$ cat src/design/mcbs_pkg.sv
// Package for the coin-bias Metropolis sampler: widths, request codes,
// register indexes and the word types passed between front and back.
// No dependencies.
`timescale 1ns / 1ps
`default_nettype none
package mcbs_pkg;
	localparam int NUM_BINS_DEF    = 100;
	localparam int FRAC_BITS_DEF   = 16;
	localparam int COUNT_WIDTH_DEF = 32;
	localparam int LN2_Q16         = 45426;
	localparam logic signed [31:0] LOGR_FLOOR = -32'sd19660800;

	localparam logic [1:0] REQ_STEP = 2'd0;
	localparam logic [1:0] REQ_READ = 2'd1;
	localparam logic [1:0] REQ_LOAD = 2'd2;
	localparam logic [1:0] REQ_NOP  = 2'd3;

	localparam logic [1:0] REG_HEADS    = 2'd0;
	localparam logic [1:0] REG_TAILS    = 2'd1;
	localparam logic [1:0] REG_WINDOW   = 2'd2;
	localparam logic [1:0] REG_INTERVAL = 2'd3;

	// decoded request word handed from front to back
	typedef struct packed {
		logic [1:0]  req;
		logic [15:0] rand_propose;
		logic [15:0] rand_accept;
		logic [6:0]  bin_index;
		logic [15:0] start_value;
	} req_word_t;
endpackage
`default_nettype wire

$ cat src/design/mcbs_front.sv
// Front end: accepts request words and holds them in a short queue for
// the back end. Depends on mcbs_pkg.
`timescale 1ns / 1ps
`default_nettype none
module mcbs_front (
	input  wire logic                 clk,
	input  wire logic                 arst_n,
	input  wire logic                 in_valid,
	output logic                      in_ready,
	input  wire mcbs_pkg::req_word_t  in_word,
	output logic                      q_valid,
	input  wire logic                 q_pop,
	output mcbs_pkg::req_word_t       q_word
);
	mcbs_pkg::req_word_t mem_q [2];
	logic       wp_q, rp_q;
	logic [1:0] cnt_q;
	logic       push;

	assign in_ready = (cnt_q != 2'd2);
	assign push     = in_valid && in_ready;
	assign q_valid  = (cnt_q != 2'd0);
	assign q_word   = mem_q[rp_q];

	always_ff @(posedge clk) begin
		if (push) begin
			mem_q[wp_q] <= in_word;
		end
	end

	always_ff @(posedge clk or negedge arst_n) begin
		if (!arst_n) begin
			wp_q <= 1'b0; rp_q <= 1'b0; cnt_q <= 2'd0;
		end else begin
			if (push) wp_q <= ~wp_q;
			if (q_pop && q_valid) rp_q <= ~rp_q;
			cnt_q <= cnt_q + {1'b0, push} - {1'b0, q_pop && q_valid};
		end
	end

	assert property (@(posedge clk) disable iff (!arst_n) cnt_q <= 2'd2)
		else $error("queue count out of range");
	assert property (@(posedge clk) disable iff (!arst_n) !q_valid |-> !(q_pop && q_valid))
		else $error("pop from empty queue");
	assert property (@(posedge clk) disable iff (!arst_n)
		(push && !(q_pop && q_valid)) |=> cnt_q == $past(cnt_q) + 2'd1)
		else $error("queue count lost a push");
endmodule
`default_nettype wire

$ cat config.mk
export PLATFORM = sky130hd
export DESIGN_NAME = mcbs_front
export DESIGN_NICKNAME = d
export VERILOG_FILES = /design/src/design/mcbs_pkg.sv /design/src/design/mcbs_front.sv
export SDC_FILE = /design/constraint.sdc
export NUM_CORES = 1
export LEC_CHECK = 0
export BUFFER_PORTS_ARGS = -buffer_cell sky130_fd_sc_hd__buf_4
export CAP_MARGIN = 10
export CORE_MARGIN = 1
export CORE_UTILIZATION = 48
export DETAILED_ROUTE_END_ITERATION = 8
export GPL_TIMING_DRIVEN = 0
export PLACE_DENSITY = 0.8
export SLEW_MARGIN = 10
export SYNTH_ARGS = -nofsm -noshare
export SYNTH_HDL_FRONTEND = slang
export SYNTH_SLANG_ARGS = --single-unit
$ cat constraint.sdc
create_clock -name clk -period 7.46 [get_ports clk]
set_clock_uncertainty 0.1 [all_clocks]
set_input_delay 1.492 -clock clk [delete_from_list [all_inputs] [get_ports clk]]
set_output_delay 1.492 -clock clk [all_outputs]
set_load 0.05 [all_outputs]
Word level (Yosys, flattened, before mapping)
Memory sizes are Yosys's and may differ from the RTL's. Index checks and enable logic that the tools add are counted.

Register bits after elaboration: 4. Bits in writable memories: 114. Bits of input ports: 61. Output and inout bits: 59. Logic and storage cells: 14. Memories: 1.

Memories: mem_q (words 2, width 57, read ports 1, clocked after Yosys merged registers in 0, wr ports 1, line mcbs_front.sv:15) `mcbs_pkg::req_word_t mem_q [2];`.

Add/sub/neg operators: 2. Equal/unequal tests: 1. Muxes and demuxes: 2. Bitwise gates (word level): 2. Reductions and logical operators: 3.

Operators with widths (count): adder 2 x 1 -> 2 bit (1); logical AND 1 bit (2); two-way mux 1 bit (2); != test 2 bit, second input constant (1); inverter 1 bit (2); nonzero test 2 bit (1); subtractor 2 x 1 -> 2 bit (1).

Depth between registers and ports, before layout
Gate-level depths: netlist (run 1).

Depth in word-level cells: 4. Depth in mapped cells: 7. Mapped depth without buffers: 7.

Worst setup path after synthesis (run 1)
No wires, ideal clock.

Kind: in2reg. From: input port in_valid. To: memory mem_q[0][0] (netlist name) (enable). Library setup time: 0.472 ns. Arrival time: 3.998 ns. Data required time: 6.888 ns. Setup slack: 2.889 ns. Cell stages on the path: 2. Buffers on the path: 0. Path through: nand2_1 nor2_1.

Cells in the longest elaborated chain, start to end: 3.

RTL lines: start, declared (line mcbs_front.sv:8) `input wire logic in_valid,`; logical AND 1 bit (line mcbs_front.sv:21) `assign push = in_valid && in_ready;`; two-way mux 1 bit (line mcbs_front.sv:26) `if (push) begin`; two-way mux 1 bit (implied by the code) (line mcbs_front.sv:27) `mem_q[wp_q] <= in_word;`; end, declared (line mcbs_front.sv:15).

No other way between the ends.

==> impl_metrics.toml, run 1 <==
[clock_network]
cts.sink_count = 118
ctsLongestPathBuffers = 2
clkLatencyLatePin_ns = 0.50
holdBufCountCts = 0
worst_setup_hold_path_clk_slew_ns = 0.05
cts_setup_buffers = 0
number_of_resized_instances_in_the_post_cts_repair_step = 0
clk_root_buffer_cell = "sky130_fd_sc_hd__clkbuf_8"
cts_tree = "done"
numCtsBuffers = 17
h-tree-depth = 4

[synth]
synth.mux.area_fraction_pct = 16.3
synthesis.nets = 257
ys_types = 16
syn_inst = 194
netlist_top_cells_count = "114 x sky130_fd_sc_hd__edfxtp_1, 37 x sky130_fd_sc_hd__mux2_2, 20 x sky130_fd_sc_hd__mux2_4"
postSynth.asyncResetShare_pct = 3.39
synth_xor_area_share_pct = 0.799
netlist_top_cells_area = "sky130_fd_sc_hd__edfxtp_1 78%, sky130_fd_sc_hd__mux2_2 9.5%, sky130_fd_sc_hd__mux2_4 6.8%, sky130_fd_sc_hd__dfrtp_1 2.3%, sky130_fd_sc_hd__buf_6 0.77%"
yosys_warnings = 0
netlist.top_cell.by_area = "sky130_fd_sc_hd__edfxtp_1"
synth.cell_area_um2 = 4390
synth_top_area_share_pct = 78.1
synth_compound_area_share_pct = 0
avgSynthCellArea_um2 = 22.6
synth_sequential_area_ratio_pct = 80.3
yosysMostFrequentCell = "sky130_fd_sc_hd__edfxtp_1"
synth_flop_cell = "sky130_fd_sc_hd__edfxtp_1"
synth_fa_ha_area_share_pct = 0.571
postSynthRegisterBits = 118
combinational_family_with_the_most_area_after_synthesis = "multiplexers"
synthSimpleGateAreaFrac_pct = 0.742
synth_edf_count = 114

[floorplanning]
design.portCount = 120
floorplan_core_area_um2 = 8760
placementRows = 34
initial_utilization_pct = 50.0
die_h_um = 97.6
die-area_um2 = 9520
horiz_die_dim_um = 97.6

[route]
drt-total-wl_mm = 7.37
via_per_inst = 4.89
initialDrtViolationCount = 76
post_route_drc_violation_count = 0
firstDrtPassIters = 4
num_vias = 2225
detail_route.wl_per_cell_um = 16.2
ant_nets = 0

[placed_design]
gp_congestion = 0.661
placed_cells = 423
place_area_um2 = 5470
place_hpwl_mm = 4.77
io_buffers = 119

[critical_path]
critical_path_class = "register to output pin"
start_kind = "register"
critical_path_s_slowest_cell = "sky130_fd_sc_hd__dfrtp_1"
worst_path_largest_cell_delay_ns = 0.39
cp_cell_sequence = "buf_6 -> buf_6 -> mux2_4 -> buf_4"
critPathMostFrequentCell = "sky130_fd_sc_hd__buf_6"
critical_path.top_delay_family = "buffers and inverters"
cp_num_buf_inv = 3
worst-endpoint-required_ns = 5.87
cp-end-kind = "output pin"
critical_path_peak_fanout = 10
worst-endpoint-arrival_ns = 1.78

[grt]
grt_start_max_net_pins = 58
grt_first_pass_wirelength_mm = 11.7
overall_global_routing_usage_pct = 16.5
antenna_violations_before_repair = 0
gr-total-overflow = 0
first_global_vias = 2431

[sta]
timing_hold_violations_final = 0
timing.final.crit_share_pct = 45.2
worst_pin_slew_ns = 0.809
maxSlewViolCount = 0
max_slew_headroom_at_the_worst_pin_pct = 46.1
final.setup.tns_ns = 0
maxClockFrequency_mhz = 297
finalSetupViolCount = 0
clock_period_minus_worst_slack_ns = 3.37
rsz0062_at_grt = "no"

[layout]
layout-area-overhead-vs-synth_pct = 38.3
antenna-diode-count = 0
instances_no_fill = 455
post_route_cells_drive_above_1_share_pct = 61.7
design_area_um2 = 6070
multi_input_area_um2 = 822
design.final.nets = 397
ff_latch_area_um2 = 3520
final.fill_count = 582

[flow_run]
max-cap-violations = 0

[power]
ir_drop_mv = 0.423
power.static_leakage_nw = 2.37
cellPowerDensity_nw_per_um2 = 491

[outcome]
outcome = "complete, no violations"

[hold_path]
hold_path.class = "register to register"
## kinds of logic after synthesis
logic type                 Yosys count
muxes                               57
and+or+nand+nor                      6
xor gates and xnor gates             4
buffers and inverters                7
adders and majority gates            2
DFF                                118
## area by class of cell
class	count	area share (%)
Clock buffer	18	6.89
Inverter	1	0.0619
Clock inverter	14	3.01
Multi-Input combinational cell	69	13.5
Buffer	6	0.804
Sequential cell	118	58.1
Timing Repair Buffer	121	15.4
Tap cell	108	2.23
## stage by stage
step           setup WS (ns)  hold slack, ns  power (mW)  utilization, %
2_1_floorplan           2.89           0.361        1.86               -
3_3_place_gp            1.57           0.375        2.17            61.8
3_5_place_dp            4.58           0.416        2.20            62.4
4_1_cts                 4.04           0.429        3.01            69.2
5_1_grt                 4.00           0.469        3.09            69.2
6_report                4.09           0.424        2.98            69.2
## sequential cells by signal (all words and copies together) (netlist names)
signal and count:
rp_q 1, wp_q 1, cnt_q 2, mem_q 114
## per-layer routing
| layer | share of wire (%) | vias up | GRT usage (%) |
|---|---|---|---|
| met3 | 6.2 | 10 | 5.68 |
| met2 | 52 | 95 | 27.8 |
| met1 | 41 | 1069 | 19.0 |
| met5 | 0 | - | 0 |
| met4 | 1.3 | 0 | 7.69 |
| li1 | - | 1051 | - |
## path summary, 6_finish.rpt
check                         start          to  slack (ns)  cells past startpoint
setup reg to reg           cnt_q[1]    cnt_q[1]        5.62                      7
setup / recovery               rp_q  q_word[30]        4.09                      4
min in group asynchronous    arst_n        wp_q        0.68                      1
hold reg to reg            cnt_q[0]    cnt_q[0]        0.42                      1
hold / removal             cnt_q[0]    cnt_q[0]        0.42                      1
max in group asynchronous    arst_n        rp_q        6.48                      1
## layout by cell type, fill, tap and decap left out, drive strengths merged
master	synthesis	layout
or2	1	1
xnor2	3	3
dfrtp	4	4
buf	6	127
inv	1	2
nor2	1	1
nand2b	1	1
mux2	57	57
ha	2	2
clkinvlp	0	2
clkbuf	0	18
nand2	1	1
xor2	1	1
bufinv	0	4
edfxtp	114	114
and2	1	1
clkinv	0	7
and3	1	1
## where the power goes
part	internal, mW	switching [mW]	total (mW)
clock	0.539	0.272	0.810
sequential	0.909	0.0404	0.949
combinational	0.431	0.791	1.22
total	1.88	1.10	2.98
(Power assumes the default switching activity.)
==> run 2, diff against run 1 <==
--- a/config.mk
+++ b/config.mk
@@ -5,13 +5,14 @@
 export SDC_FILE = /design/constraint.sdc
 export NUM_CORES = 1
 export LEC_CHECK = 0
+export ABC_AREA = 1
 export BUFFER_PORTS_ARGS = -buffer_cell sky130_fd_sc_hd__buf_4
 export CAP_MARGIN = 10
 export CORE_MARGIN = 1
-export CORE_UTILIZATION = 48
+export CORE_UTILIZATION = 47
 export DETAILED_ROUTE_END_ITERATION = 8
 export GPL_TIMING_DRIVEN = 0
-export PLACE_DENSITY = 0.8
+export PLACE_DENSITY = 0.82
 export SLEW_MARGIN = 10
 export SYNTH_ARGS = -nofsm -noshare
 export SYNTH_HDL_FRONTEND = slang
==> constraint.sdc (replaced) <==
create_clock -name clk -period 2.7 [get_ports clk]
set_clock_uncertainty 0.1 [all_clocks]
set_input_delay 0.54 -clock clk [delete_from_list [all_inputs] [get_ports clk]]
set_output_delay 0.54 -clock clk [all_outputs]
set_load 0.05 [all_outputs]
==> impl_metrics.toml, run 2 <==
[synth]
synth.cell_area_um2 = 4390
synth_edf_count = 114
syn_inst = 330
netlist_top_cells_count = "184 x sky130_fd_sc_hd__nand2_1, 114 x sky130_fd_sc_hd__edfxtp_1, 8 x sky130_fd_sc_hd__inv_1"
synth_sequential_area_ratio_pct = 80.3
yosys_warnings = 0
ys_types = 11
yosysMostFrequentCell = "sky130_fd_sc_hd__nand2_1"
avgSynthCellArea_um2 = 13.3
synth_top_area_share_pct = 78.0
synth_flop_cell = "sky130_fd_sc_hd__edfxtp_1"
postSynthRegisterBits = 118
netlist.top_cell.by_area = "sky130_fd_sc_hd__edfxtp_1"
postSynth.asyncResetShare_pct = 3.39
netlist_top_cells_area = "sky130_fd_sc_hd__edfxtp_1 78%, sky130_fd_sc_hd__nand2_1 16%, sky130_fd_sc_hd__dfrtp_1 2.3%, sky130_fd_sc_hd__buf_6 1.0%, sky130_fd_sc_hd__buf_2 0.80%"
synthesis.nets = 393

[clock_network]
clkLatencyLatePin_ns = 0.49
clk_root_buffer_cell = "sky130_fd_sc_hd__clkbuf_8"
worst_setup_hold_path_clk_slew_ns = 0.06
ctsLongestPathBuffers = 2
numCtsBuffers = 17
number_of_resized_instances_in_the_post_cts_repair_step = 0
h-tree-depth = 4
cts_tree = "done"
cts.sink_count = 118

[power]
report.power.total_mw = 8.60
power.static_leakage_nw = 2.67
cellPowerDensity_nw_per_um2 = 1410
ir_drop_mv = 0.998

[sta]
maxClockFrequency_mhz = 427
max_slew_headroom_at_the_worst_pin_pct = 55.1
rsz0062_at_grt = "no"
final.setup.tns_ns = 0
timing_hold_violations_final = 0
timing.final.crit_share_pct = 86.8
hold_slack_ns = 0.131
maxSlewViolCount = 0
finalSetupViolCount = 0
clock_period_minus_worst_slack_ns = 2.34
worst_pin_slew_ns = 0.672

[floorplanning]
placementRows = 34
floorplan_core_area_um2 = 8890
die-area_um2 = 9720
initial_utilization_pct = 49.3
die_h_um = 98.6
horiz_die_dim_um = 98.6
design.portCount = 120

[grt]
grt_first_pass_wirelength_mm = 13.8
antenna_violations_before_repair = 0
first_global_vias = 2919
gr-total-overflow = 0
grt_start_max_net_pins = 30
overall_global_routing_usage_pct = 18.8

[outcome]
outcome = "complete, no violations"

[placed_design]
io_buffers = 119
place_hpwl_mm = 5.62
gp_congestion = 0.699

[route]
via_per_inst = 4.76
initialDrtViolationCount = 83
num_vias = 2822
firstDrtPassIters = 4
ant_nets = 0
detail_route.wl_per_cell_um = 14.4
post_route_drc_violation_count = 0
drt-total-wl_mm = 8.51

[flow_run]
max-cap-violations = 0

[critical_path]
worst-endpoint-required_ns = 2.06
worst-endpoint-arrival_ns = 1.70
critical_path_peak_fanout = 10
critical_path_class = "register to output pin"
start_kind = "register"
cp-end-kind = "output pin"

[layout]
register_name_with_the_most_flops = "mem_q"
top_regs = "mem_q: 114 flops, cnt_q: 2 flops"
layout.core_utilization_pct = 68.5
layout-area-overhead-vs-synth_pct = 38.9
layout.cells.most_common = "sky130_fd_sc_hd__nand2_1"
largest_register_ffs = 114
final_cell_mix = "184 x sky130_fd_sc_hd__nand2_1, 121 x sky130_fd_sc_hd__buf_4, 114 x sky130_fd_sc_hd__edfxtp_1, 16 x sky130_fd_sc_hd__clkbuf_16"
post_route_cells_drive_above_1_share_pct = 34.4
design.final.nets = 535
antenna-diode-count = 0

[hold_path]
hold_path.class = "input pin to register"
run 2: area by class of cell:
class | count | area (µm²)
buffer | 13 | 95.1
clock buffer | 19 | 422
clock inverter | 13 | 180
fill | 609 | 2800
inverter | 9 | 33.8
multi-input combinational | 190 | 742
sequential | 118 | 3520
tap | 108 | 135
timing repair buffer | 123 | 963
run 2: critical path, stage by stage (launching register included):
cell and delay (ns):
sky130_fd_sc_hd__dfrtp_1 0.35, sky130_fd_sc_hd__buf_4 0.15, sky130_fd_sc_hd__inv_2 0.07, sky130_fd_sc_hd__buf_6 0.15, sky130_fd_sc_hd__buf_6 0.15, sky130_fd_sc_hd__nand2_1 0.06
sky130_fd_sc_hd__nand2_1 0.07, sky130_fd_sc_hd__buf_4 0.20
run 2: what timing repair did:
item | in CTS | in global routing
endpoints found under the setup margin | 0 | 0
buffers inserted | 0 | 0
endpoints found under the hold margin | 4 | 0
hold buffers | 1 | 0
run 2: kinds of logic (layout without fill, tap and decap cells):
| kind of cell | count (synthesis) | in the layout | synth area share [%] |
|---|---|---|---|
| fa+ha+maj | 2 | 2 | 0.570 |
| simple gates | 188 | 188 | 16.2 |
| buf+inv | 22 | 177 | 2.94 |
| flops | 118 | 118 | 80.3 |
run 2: power breakdown:
part,switching (mW),internal (mW),leakage [nW]
registers,0.0976,2.50,1.11
logic,2.73,1.03,1.27
clock network,0.755,1.49,0.290
total,3.58,5.02,2.67
run 2: path summary, 6_finish.rpt:
check                                  from            to  slack [ns]  cells past startpoint
worst min register to register         wp_q          wp_q        0.38                      2
min in group asynchronous            arst_n          wp_q        0.29                      2
max in group asynchronous            arst_n      cnt_q[1]        2.11                      2
worst max register to register     cnt_q[1]   mem_q[0][3]        0.80                      4
worst max-delay path                   rp_q    q_word[40]        0.36                      7
worst min-delay path            in_word[46]  mem_q[0][46]        0.13                      1
run 2: routing by layer:
layer	track usage, %	wire (µm)	vias up
li1	-	-	1394
met1	21.5	3530	1322
met2	33.8	4460	97
met3	5.53	445	9
met4	6.54	72	0
met5	0	0	-
run 2: metrics by stage:
| step | setup WS (ns) | cells | cell area [µm²] |
|---|---|---|---|
| 6_report | 0.358 | 593 | 6090 |
| 5_1_grt | 0.253 | 593 | 6090 |
| 4_1_cts | 0.328 | 593 | 6090 |
| 3_5_place_dp | 0.704 | 560 | 5480 |
| 3_3_place_gp | -0.212 | 557 | 5420 |
| 2_1_floorplan | 0.129 | 330 | 4390 |
